--- src/sv/css_pkg.sv ---
// Package for the cursor sequence store: word types, operation and status codes,
// and the command set of the cell row. It depends on nothing else.
package css_pkg;

  localparam int CAPACITY_DEF   = 32;
  localparam int DATA_WIDTH_DEF = 32;

  localparam int OP_W     = 4;
  localparam int VALUE_W  = 32;
  localparam int INDEX_W  = 5;
  localparam int COUNT_W  = 6;
  localparam int STATUS_W = 2;

  typedef enum logic [OP_W-1:0] {
    OP_START    = 4'd0,
    OP_END      = 4'd1,
    OP_LAST     = 4'd2,
    OP_ADVANCE  = 4'd3,
    OP_RETREAT  = 4'd4,
    OP_INSERT   = 4'd5,
    OP_ATTACH   = 4'd6,
    OP_REMOVE   = 4'd7,
    OP_INSFRONT = 4'd8,
    OP_ATTBACK  = 4'd9,
    OP_REMFRONT = 4'd10,
    OP_READ     = 4'd11
  } op_e;

  typedef enum logic [STATUS_W-1:0] {
    ST_OK    = 2'd0,
    ST_FULL  = 2'd1,
    ST_EMPTY = 2'd2
  } status_e;

  // What every cell does on the update cycle.
  typedef enum logic [1:0] {
    CELL_HOLD  = 2'd0,
    CELL_OPEN  = 2'd1,
    CELL_CLOSE = 2'd2
  } cell_mode_e;

  typedef struct packed {
    logic [OP_W-1:0]    op;
    logic [VALUE_W-1:0] value;
    logic [INDEX_W-1:0] index;
  } in_word_t;

  typedef struct packed {
    logic [COUNT_W-1:0]  count;
    logic [VALUE_W-1:0]  current_value;
    logic                cursor_valid;
    logic [VALUE_W-1:0]  read_value;
    logic [STATUS_W-1:0] status;
  } out_word_t;

endpackage

--- src/sv/css_cell.sv ---
// One slot of the cursor sequence store. It holds one data word and takes its
// neighbor's word, or the new data word at the gap position, when the row opens or closes a gap. Depends on css_pkg.
module css_cell #(
  parameter int DW  = 32,
  parameter int CW  = 5,
  parameter int IDX = 0
) (
  input  logic                                clk,
  input  logic                                rst_n,
  input  css_pkg::cell_mode_e                 mode,
  input  logic [CW-1:0]                       pos,
  input  logic [DW-1:0]                       data,
  input  logic [DW-1:0]                       left_val,
  input  logic [DW-1:0]                       right_val,
  input  logic [CW-1:0]                       cursor,
  input  logic [css_pkg::INDEX_W-1:0]         rd_index,
  output logic [DW-1:0]                       val,
  output logic [DW-1:0]                       cur_part,
  output logic [DW-1:0]                       rd_part
);
  import css_pkg::*;

  logic [DW-1:0] val_r;
  logic [DW-1:0] val_nxt;

  always_comb begin
    val_nxt = val_r;
    case (mode)
      CELL_OPEN: begin
        if (IDX > int'(pos)) begin
          val_nxt = left_val;
        end else if (IDX == int'(pos)) begin
          val_nxt = data;
        end
      end
      CELL_CLOSE: begin
        if (IDX >= int'(pos)) begin
          val_nxt = right_val;
        end
      end
      default: begin
      end
    endcase
  end

  // Slots at or above the count always hold zero, so no range check is
  // needed on the read-out side.
  always_ff @(posedge clk) begin
    if (!rst_n) begin
      val_r <= '0;
    end else begin
      val_r <= val_nxt;
    end
  end

  assign val      = val_r;
  assign cur_part = (cursor == CW'(IDX)) ? val_r : '0;
  assign rd_part  = (int'(rd_index) == IDX) ? val_r : '0;

endmodule
--- config.mk ---
export PLATFORM = sky130hd
export DESIGN_NAME = css_cell
export DESIGN_NICKNAME = d
export VERILOG_FILES = /design/src/sv/css_pkg.sv /design/src/sv/css_cell.sv
export SDC_FILE = /design/constraint.sdc
export NUM_CORES = 1
export LEC_CHECK = 0
export BUFFER_PORTS_ARGS = -buffer_cell sky130_fd_sc_hd__buf_2
export CORE_ASPECT_RATIO = 0.9
export CORE_UTILIZATION = 34
export DETAILED_ROUTE_END_ITERATION = 7
export HOLD_SLACK_MARGIN = 0.1
export PLACE_DENSITY = 0.78
export SKIP_CTS_REPAIR_TIMING = 1
export SYNTH_ARGS = -nofsm -noshare
export SYNTH_HDL_FRONTEND = slang
export SYNTH_SLANG_ARGS = --single-unit
--- constraint.sdc ---
create_clock -name clk -period 1 [get_ports clk]
set_input_delay 0.05 -clock clk [delete_from_list [all_inputs] [get_ports clk]]
set_output_delay 0.05 -clock clk [all_outputs]
set_load 0.1 [all_outputs]
==> results_dict.tcl, run 1 <==
set metrics [dict create \
    clk_path_buf_depth 2 \
    critical_path_class "input port to output port" \
    ff2ff_path_depth 2 \
    hold_path.class "input port to flip-flop" \
    postSynthCellCount 228 \
    grt_first_pass_wirelength_mm 13.10 \
    detailed_place.area_um2 5010 \
    max_slew.worst_pin.slew_ns 0.2819 \
    syn_to_final_growth_pct 126.2 \
    number_of_distinct_library_cells_after_synthesis 20 \
    htree_num_levels 2 \
    tritoncts_num_sinks 32 \
    synth_top_cells_by_area "dfxtp_1 28%, a211oi_2 17%, and2_1 17%" \
    fin_worst_skew_ns 0 \
    number_of_vias_in_the_routed_layout 2525 \
    timing.critical_path.fanout_max 20 \
    dp.cells 484 \
    cts_tree "done" \
    grt_overflow_total 0 \
    die_height_um 79.34 \
    avgRoutedWirePerCell_um 17.52 \
    synth.yosys.seq_area_share 0.2835 \
    count_of_flip_flops_with_a_built_in_enable_after_synthesis 0 \
    critical_path.cell_chain "buf_6 > or4_4 > nor2_4 > buf_12 > and2_4 > buf_12" \
    finalMaxSlewViolations 0 \
    postLayoutSetupSlackWorst_ns -0.4202 \
    ratio_of_cells_with_drive_above_1_in_the_final_layout 0.8321 \
    yosys.area.top_type_share 0.2835 \
    unrepaired_setup_endpoints_after_global_routing "true" \
    violations "negative setup slack" \
    antennaDiodeCount 0 \
    crit-reg2reg-launch "val[23]" \
    ant_nets 0 \
    synth_commonest_cells "60 x and2_1, 32 x a31oi_1, 32 x dfxtp_1, 32 x mux2i_1, 30 x a211oi_2" \
    vias_in_the_first_global_route 2588 \
    pre_cts_slack_ns -0.4518 \
    synth.most_common_cell "and2_1" \
    outcome "complete, but fails checks" \
    critical-path-max-stage-delay_ns 0.55 \
    drt_iter0_drc 46 \
    cpMaxStageDelayCell "or4_4" \
    core_area_um2 6250 \
    globalRouteMet2Util 0.4760 \
    asyncSetResetFlopFracSynth 0 \
    seqCellArea_um2 760.7 \
    yosys_register_bits 32 \
    rrSetupSlack_ns 0.24 \
    finalWirelength_mm 8.618 \
    power.static_leakage_nw 2.036 \
    instances_no_fill 492 \
    multi_input_gate_area_um2 1577 \
    drt_pre_antenna_iters 4 \
    groute.layer.met1.usage 0.2570 \
    drc_errors 0 \
    fp.dieW_um 87.94 \
    syn_avg_cell_area_um2 9.911 \
    worst_setup_path_endpoint "rd_part[16]" \
    max-slew-margin-rel 0.8067 \
    final_area_um2 5112 \
    place.gp.congestion 0.7915 \
    cts_inserted_buffers 5 \
    total_global_routing_track_utilization 0.2485 \
    core.rowCount 27 \
    critical_path.startpoint_type "input port" \
    final_nets 519 \
    initial_core_util 0.3616 \
    number_of_fill_cells 335 \
    dominantRegCellSynth "dfxtp_1" \
    syn_nets 343 \
    drt-vias-per-instance 5.132 \
    final_hold_viol_count 0 \
    port_buffers 178 \
    clkLatencyLatePin_ns 0.27 \
    design.die.area_um2 6977 \
    ys.warnings.count 0 \
    dp_hpwl_mm 6.990 \
    clockRootBuffer "clkbuf_8" \
    largest_register_ff_count 32 \
    crit_start "rd_index[0]" \
    finalWorstPathRequiredPeriod_ns 1.420 \
    grt_max_degree 28 \
    drv_cap 0 \
    clk_pin_slew_ns 0.06 \
    synth_largest_area_cell "dfxtp_1" \
    number_of_antenna_violations_at_the_first_check_in_global_routing 0 \
    max_freq_mhz 704.1 \
    synthesis.area_um2 2260 \
    crit_path_end_kind "output port" \
    global_route.peak_usage_layer "met2" \
    final-setup-viol-count 64 \
    worst_path_most_repeated_cell "buf_12" \
    period_share 1.420 \
    groute.layer.met3.usage 0.05821 \
    crit_required_ns 0.95 \
    io_pins 211 \
    critical_path.reg2reg.endpoint "val[23]" \
    critical_path_arrival_ns 1.37 \
    p_per_area_nw_per_um2 591.5 \
    vdd_ir_drop_max_mv 0.6100 \
]
==> how the worst min path moves through the flow <==
stage | cells past startpoint | slack [ns] | from | endpoint
6_report | 3 | 0.11 | data[30] | val[30]
5_1_grt | 3 | 0.12 | data[30] | val[30]
4_1_cts | 3 | 0.10 | data[30] | val[30]
3_5_place_dp | 3 | 0.39 | data[30] | val[30]
3_3_place_gp | 3 | 0.39 | data[30] | val[30]
2_1_floorplan | 2 | 0.23 | rst_n | val[0]
==> stage by stage <==
step / TNS (ns) / power [mW] / utilization / hold WS, ns
final: -25.52 / 3.024 / 0.8180 / 0.1106
after global routing: -27.28 / 3.159 / 0.8180 / 0.1151
after CTS: -26.14 / 3.044 / 0.8148 / 0.1007
after detailed placement: -28.70 / 2.100 / 0.8016 / 0.3880
after global placement: -25.00 / 2.065 / 0.8016 / 0.3903
after floorplan: -15.77 / 1.730 / - / 0.2291
==> cells by family after synthesis <==
group                     share of synthesized area
AOI/OAI and AO/OA                            0.2613
xor gates and xnor gates                   0.007200
buffers and inverters                       0.09524
DFF                                          0.2835
muxes                                        0.1418
and+or+nand+nor                              0.2110
==> report_power, final <==
group / internal [mW] / switching, mW
Sequential: 1.22 / 0.0309
Combinational: 0.353 / 0.470
Clock: 0.472 / 0.478
==> routing by layer <==
| metal | up-vias | wire length [um] |
|---|---|---|
| met5 | - | 0 |
| met4 | 0 | 204 |
| met3 | 18 | 556 |
| met2 | 135 | 4878 |
| met1 | 1191 | 2978 |
| li1 | 1181 | - |
==> cell usage in the layout (no fill, tap or decap), drive strengths merged <==
cell	n
nor3	1
and3	1
and2	64
nor2b	1
clkinv	4
nor2	3
a31oi	32
buf	195
or4	2
dfxtp	32
a211oi	32
clkbuf	5
xor2	1
mux2i	32
==> worst max-delay path, delay by kind of cell <==
family                 cells  cell delay (ns)
buffers and inverters      3             0.44
AND/OR/NAND/NOR            3             0.88
==> cell type report <==
cell class | count | share of cell area
timing repair buffer | 195 | 0.5046
multi-input combinational | 169 | 0.3084
sequential | 32 | 0.1488
tap | 87 | 0.02129
clock buffer | 5 | 0.01346
clock inverter | 3 | 0.002692
inverter | 1 | 0.0007342
Power figures use the tool's default switching activity.
==> run 2, diff against run 1 <==
--- a/config.mk
+++ b/config.mk
@@ -10,6 +10,7 @@
 export CORE_UTILIZATION = 34
 export DETAILED_ROUTE_END_ITERATION = 7
 export HOLD_SLACK_MARGIN = 0.1
+export MAX_ROUTING_LAYER = met4
 export PLACE_DENSITY = 0.78
 export SKIP_CTS_REPAIR_TIMING = 1
 export SYNTH_ARGS = -nofsm -noshare
==> results_dict.tcl, run 2 (synthesized netlist as in run 1, its figures left out) <==
set metrics [dict create \
    outcome "complete, but fails checks" \
    violations "negative setup slack" \
    number_of_vias_in_the_routed_layout 2520 \
    drv_cap 0 \
    antennaDiodeCount 0 \
    tritoncts_num_sinks 32 \
    number_of_antenna_violations_at_the_first_check_in_global_routing 0 \
    clk_pin_slew_ns 0.06 \
    drt_iter0_drc 58 \
    crit_path_end_kind "output port" \
    hold_path.class "input port to flip-flop" \
    max-slew-margin-rel 0.8032 \
    syn_to_final_growth_pct 126.2 \
    finalWirelength_mm 8.656 \
    grt_first_pass_wirelength_mm 13.08 \
    initial_core_util 0.3616 \
    finalMaxSlewViolations 0 \
    cpMaxStageDelayCell "or4_4" \
    ant_nets 0 \
    final-setup-viol-count 64 \
    cts_tree "done" \
    max_freq_mhz 703.5 \
    fin_worst_skew_ns 0 \
    core.rowCount 27 \
    die_height_um 79.34 \
    place.gp.congestion 0.8027 \
    vias_in_the_first_global_route 2602 \
    mostFrequentLayoutCells "104 x buf_12, 80 x buf_2, 64 x and2_4" \
    final_hold_viol_count 0 \
    grt_overflow_total 0 \
    vdd_ir_drop_max_mv 0.6096 \
    largest_register_ff_count 32 \
    total_global_routing_track_utilization 0.2553 \
    max_slew.worst_pin.slew_ns 0.2870 \
    power.static_leakage_nw 2.036 \
    fp.dieW_um 87.94 \
    core_area_um2 6250 \
    layout.cells.most_common "buf_12" \
    ratio_of_cells_with_drive_above_1_in_the_final_layout 0.8321 \
    io_pins 211 \
    critical-path-max-stage-delay_ns 0.55 \
    unrepaired_setup_endpoints_after_global_routing "true" \
    critical_path.cell_chain "buf_6 > or4_4 > nor2_4 > buf_12 > and2_4 > buf_12" \
    totalPowerFinal_mw 3.025 \
    timing.critical_path.fanout_max 20 \
    worst_path_most_repeated_cell "buf_12" \
    number_of_fill_cells 335 \
    clkLatencyLatePin_ns 0.27 \
    htree_num_levels 2 \
    totalNegativeSetupSlack_ns -25.58 \
    crit_required_ns 0.95 \
    p_per_area_nw_per_um2 591.7 \
    dp_hpwl_mm 6.990 \
    clockRootBuffer "clkbuf_8" \
    final_nets 519 \
    finalWorstPathRequiredPeriod_ns 1.421 \
    cts_inserted_buffers 5 \
    drt-vias-per-instance 5.122 \
    pre_cts_slack_ns -0.4518 \
    port_buffers 178 \
    hold-worst-slack_ns 0.1110 \
    critical_path.startpoint_type "input port" \
    critical_path_class "input port to output port" \
    period_share 1.421 \
    clk_path_buf_depth 2 \
    avgRoutedWirePerCell_um 17.59 \
    design.die.area_um2 6977 \
    drt_pre_antenna_iters 4 \
    critical_path_arrival_ns 1.37 \
    grt_max_degree 28 \
    drc_errors 0 \
    postLayoutSetupSlackWorst_ns -0.4214 \
]
[run 2: cell counts in the layout (fill, tap and decap cells not counted)]
Identical to the previous run, type by type.
[run 2: per-stage QoR]
| step | utilization | std cells | area, um^2 |
|---|---|---|---|
| 6_report | 0.8180 | 492 | 5112 |
| 5_1_grt | 0.8180 | 492 | 5112 |
| 4_1_cts | 0.8148 | 492 | 5092 |
| 3_5_place_dp | 0.8016 | 484 | 5010 |
| 3_3_place_gp | 0.8016 | 484 | 5010 |
| 2_1_floorplan | - | 228 | 2535 |
[run 2: layout make-up]
| cell class | instances | area (um^2) | share of cell area |
|---|---|---|---|
| repair buffers | 195 | 2580 | 0.5046 |
| multi-input cells | 169 | 1577 | 0.3084 |
| flip-flops and latches | 32 | 760.7 | 0.1488 |
| well taps | 87 | 108.9 | 0.02129 |
| clock buffers | 5 | 68.82 | 0.01346 |
| clock inverters | 3 | 13.76 | 0.002692 |
| inverters | 1 | 3.754 | 0.0007342 |
[run 2: worst max-delay path, delay by kind of cell]
kind	cells	cell delay (ns)
simple gates	3	0.88
buf+inv	3	0.44
[run 2: per-layer routing]
metal  vias to the layer above  track usage  routed length [um]
li1                       1182            -                   -
met1                      1195       0.2614                3119
met2                       125       0.4791                4846
met3                        18      0.04678                 468
met4                         0      0.09508                 221
met5                         -            -                   0
[run 2: final timing paths]
check	start	endpoint	slack (ns)	cells after the start
max	rd_index[0]	rd_part[16]	-0.42	6
max reg2reg	val[23]	val[23]	0.24	2
min	data[30]	val[30]	0.11	3
min reg2reg	val[0]	val[0]	0.61	2
[run 2: report_power, final]
part	switching [mW]	total [mW]	internal [mW]
Sequential	0.0309	1.25	1.22
Combinational	0.471	0.824	0.353
Clock	0.478	0.950	0.472
==> run 3, diff against run 2 <==
--- a/config.mk
+++ b/config.mk
@@ -7,11 +7,12 @@
 export LEC_CHECK = 0
 export BUFFER_PORTS_ARGS = -buffer_cell sky130_fd_sc_hd__buf_2
 export CORE_ASPECT_RATIO = 0.9
-export CORE_UTILIZATION = 34
+export CORE_UTILIZATION = 30
+export CTS_CLUSTER_SIZE = 16
 export DETAILED_ROUTE_END_ITERATION = 7
 export HOLD_SLACK_MARGIN = 0.1
 export MAX_ROUTING_LAYER = met4
-export PLACE_DENSITY = 0.78
+export PLACE_DENSITY = 0.7
 export SKIP_CTS_REPAIR_TIMING = 1
 export SYNTH_ARGS = -nofsm -noshare
 export SYNTH_HDL_FRONTEND = slang
==> results_dict.tcl, run 3 (synthesized netlist as in run 1, its figures left out) <==
set metrics [dict create \
    timing.critical_path.fanout_max 12 \
    core_area_um2 7184 \
    multi_input_gate_area_um2 1588 \
    hold_path.class "input port to flip-flop" \
    final-setup-viol-count 64 \
    finalMaxSlewViolations 0 \
    clk_pin_slew_ns 0.06 \
    place.gp.congestion 0.7696 \
    final_hold_viol_count 0 \
    period_share 1.446 \
    max_slew.worst_pin.slew_ns 0.3022 \
    drt_pre_antenna_iters 4 \
    finalWorstPathRequiredPeriod_ns 1.446 \
    dp_hpwl_mm 6.826 \
    finalWirelength_mm 8.729 \
    drt-vias-per-instance 5.032 \
    number_of_antenna_violations_at_the_first_check_in_global_routing 0 \
    unrepaired_setup_endpoints_after_global_routing "true" \
    fin_worst_skew_ns 0 \
    htree_num_levels 2 \
    critical_path_class "input port to output port" \
    antennaDiodeCount 0 \
    detailed_place.area_um2 5029 \
    drc_errors 0 \
    rrSetupSlack_ns 0.24 \
    grt_overflow_total 0 \
    avgRoutedWirePerCell_um 17.42 \
    max_freq_mhz 691.5 \
    crit_required_ns 0.95 \
    critical_path_arrival_ns 1.40 \
    critical_path.startpoint_type "input port" \
    postLayoutSetupSlackWorst_ns -0.4461 \
    hold_depth 3 \
    ff2ff_path_depth 2 \
    grt_max_degree 28 \
    design.die.area_um2 7884 \
    die_height_um 84.34 \
    critical_path.reg2reg.endpoint "val[1]" \
    cts_tree "done" \
    drv_cap 0 \
    power.static_leakage_nw 2.055 \
    cts_inserted_buffers 5 \
    tritoncts_num_sinks 32 \
    clk_path_buf_depth 2 \
    total_global_routing_track_utilization 0.2185 \
    initial_core_util 0.3145 \
    final_nets 522 \
    syn_to_final_growth_pct 129.3 \
    p_per_area_nw_per_um2 582.4 \
    min_from "data[30]" \
    number_of_vias_in_the_routed_layout 2521 \
    seqCellArea_um2 760.7 \
    ratio_of_cells_with_drive_above_1_in_the_final_layout 0.8284 \
    totalNegativeSetupSlack_ns -26.57 \
    port_buffers 178 \
    violations "negative setup slack" \
    pre_cts_slack_ns -0.4281 \
    max-slew-margin-rel 0.7986 \
    largest_register_ff_count 32 \
    crit_path_end_kind "output port" \
    vdd_ir_drop_max_mv 0.4762 \
    number_of_fill_cells 496 \
    final_area_um2 5181 \
    fp.dieW_um 93.48 \
    vias_in_the_first_global_route 2635 \
    io_pins 211 \
    clkLatencyLatePin_ns 0.27 \
    grt_first_pass_wirelength_mm 12.90 \
    outcome "complete, but fails checks" \
    drt_iter0_drc 56 \
    core.rowCount 29 \
    worst_hold_path.endpoint "val[30]" \
    crit-reg2reg-launch "val[1]" \
    layout.cells.most_common "buf_12" \
    ant_nets 0 \
    mostFrequentLayoutCells "105 x buf_12, 80 x buf_2, 64 x and2_4" \
    clockRootBuffer "clkbuf_8" \
]
==> run 3: cell count changes in the layout (fill, tap and decap cells not counted), sizes merged <==
cell	change
clkinv	-2
buf	+2
clkbuf	+3
==> run 3: metal layers <==
metal | GRT usage | up-vias | wire (um)
met3 | 0.04167 | 11 | 525
met2 | 0.4205 | 131 | 4902
li1 | - | 1195 | -
met5 | - | - | 0
met1 | 0.2219 | 1184 | 3160
met4 | 0.06014 | 0 | 140
==> run 3: worst max-delay path by stage <==
stage / from / to / slack (ns) / depth (start not counted)
finish: cursor[0] / cur_part[31] / -0.45 / 7
global route: cursor[0] / cur_part[8] / -0.47 / 7
global placement: cursor[0] / cur_part[21] / -0.40 / 6
CTS: rd_index[0] / rd_part[25] / -0.43 / 6
detailed placement: rd_index[0] / rd_part[25] / -0.43 / 6
floorplan: cursor[0] / cur_part[10] / -0.25 / 4
==> run 3: through the flow <==
stage                     total power [mW]  hold slack (ns)  utilization  cells
after floorplan                      1.730           0.2291            -    228
after global placement               2.074           0.4273       0.6999    490
after detailed placement             2.103           0.4224       0.6999    490
after CTS                            3.052           0.1253       0.7111    498
after global routing                 3.169           0.1431       0.7212    501
final                                3.017           0.1333       0.7212    501
==> run 3: cell type report <==
| class | count | area share |
|---|---|---|
| clock inverters | 1 | 0.0007245 |
| repair buffers | 198 | 0.5081 |
| clock buffers | 7 | 0.01473 |
| multi-input cells | 169 | 0.3064 |
| well taps | 93 | 0.02246 |
| flip-flops and latches | 32 | 0.1468 |
| inverters | 1 | 0.0007245 |
==> run 3: critical path, cell delays in order <==
cell	delay, ns
buf_6	0.09
or4_4	0.54
nor2_4	0.12
buf_12	0.14
buf_12	0.14
and2_4	0.16
buf_12	0.17
==> run 3: report_power, final <==
part	switching [mW]	internal, mW	total, mW
sequential	0.0306	1.22	1.25
clock	0.447	0.484	0.931
combinational	0.478	0.358	0.835
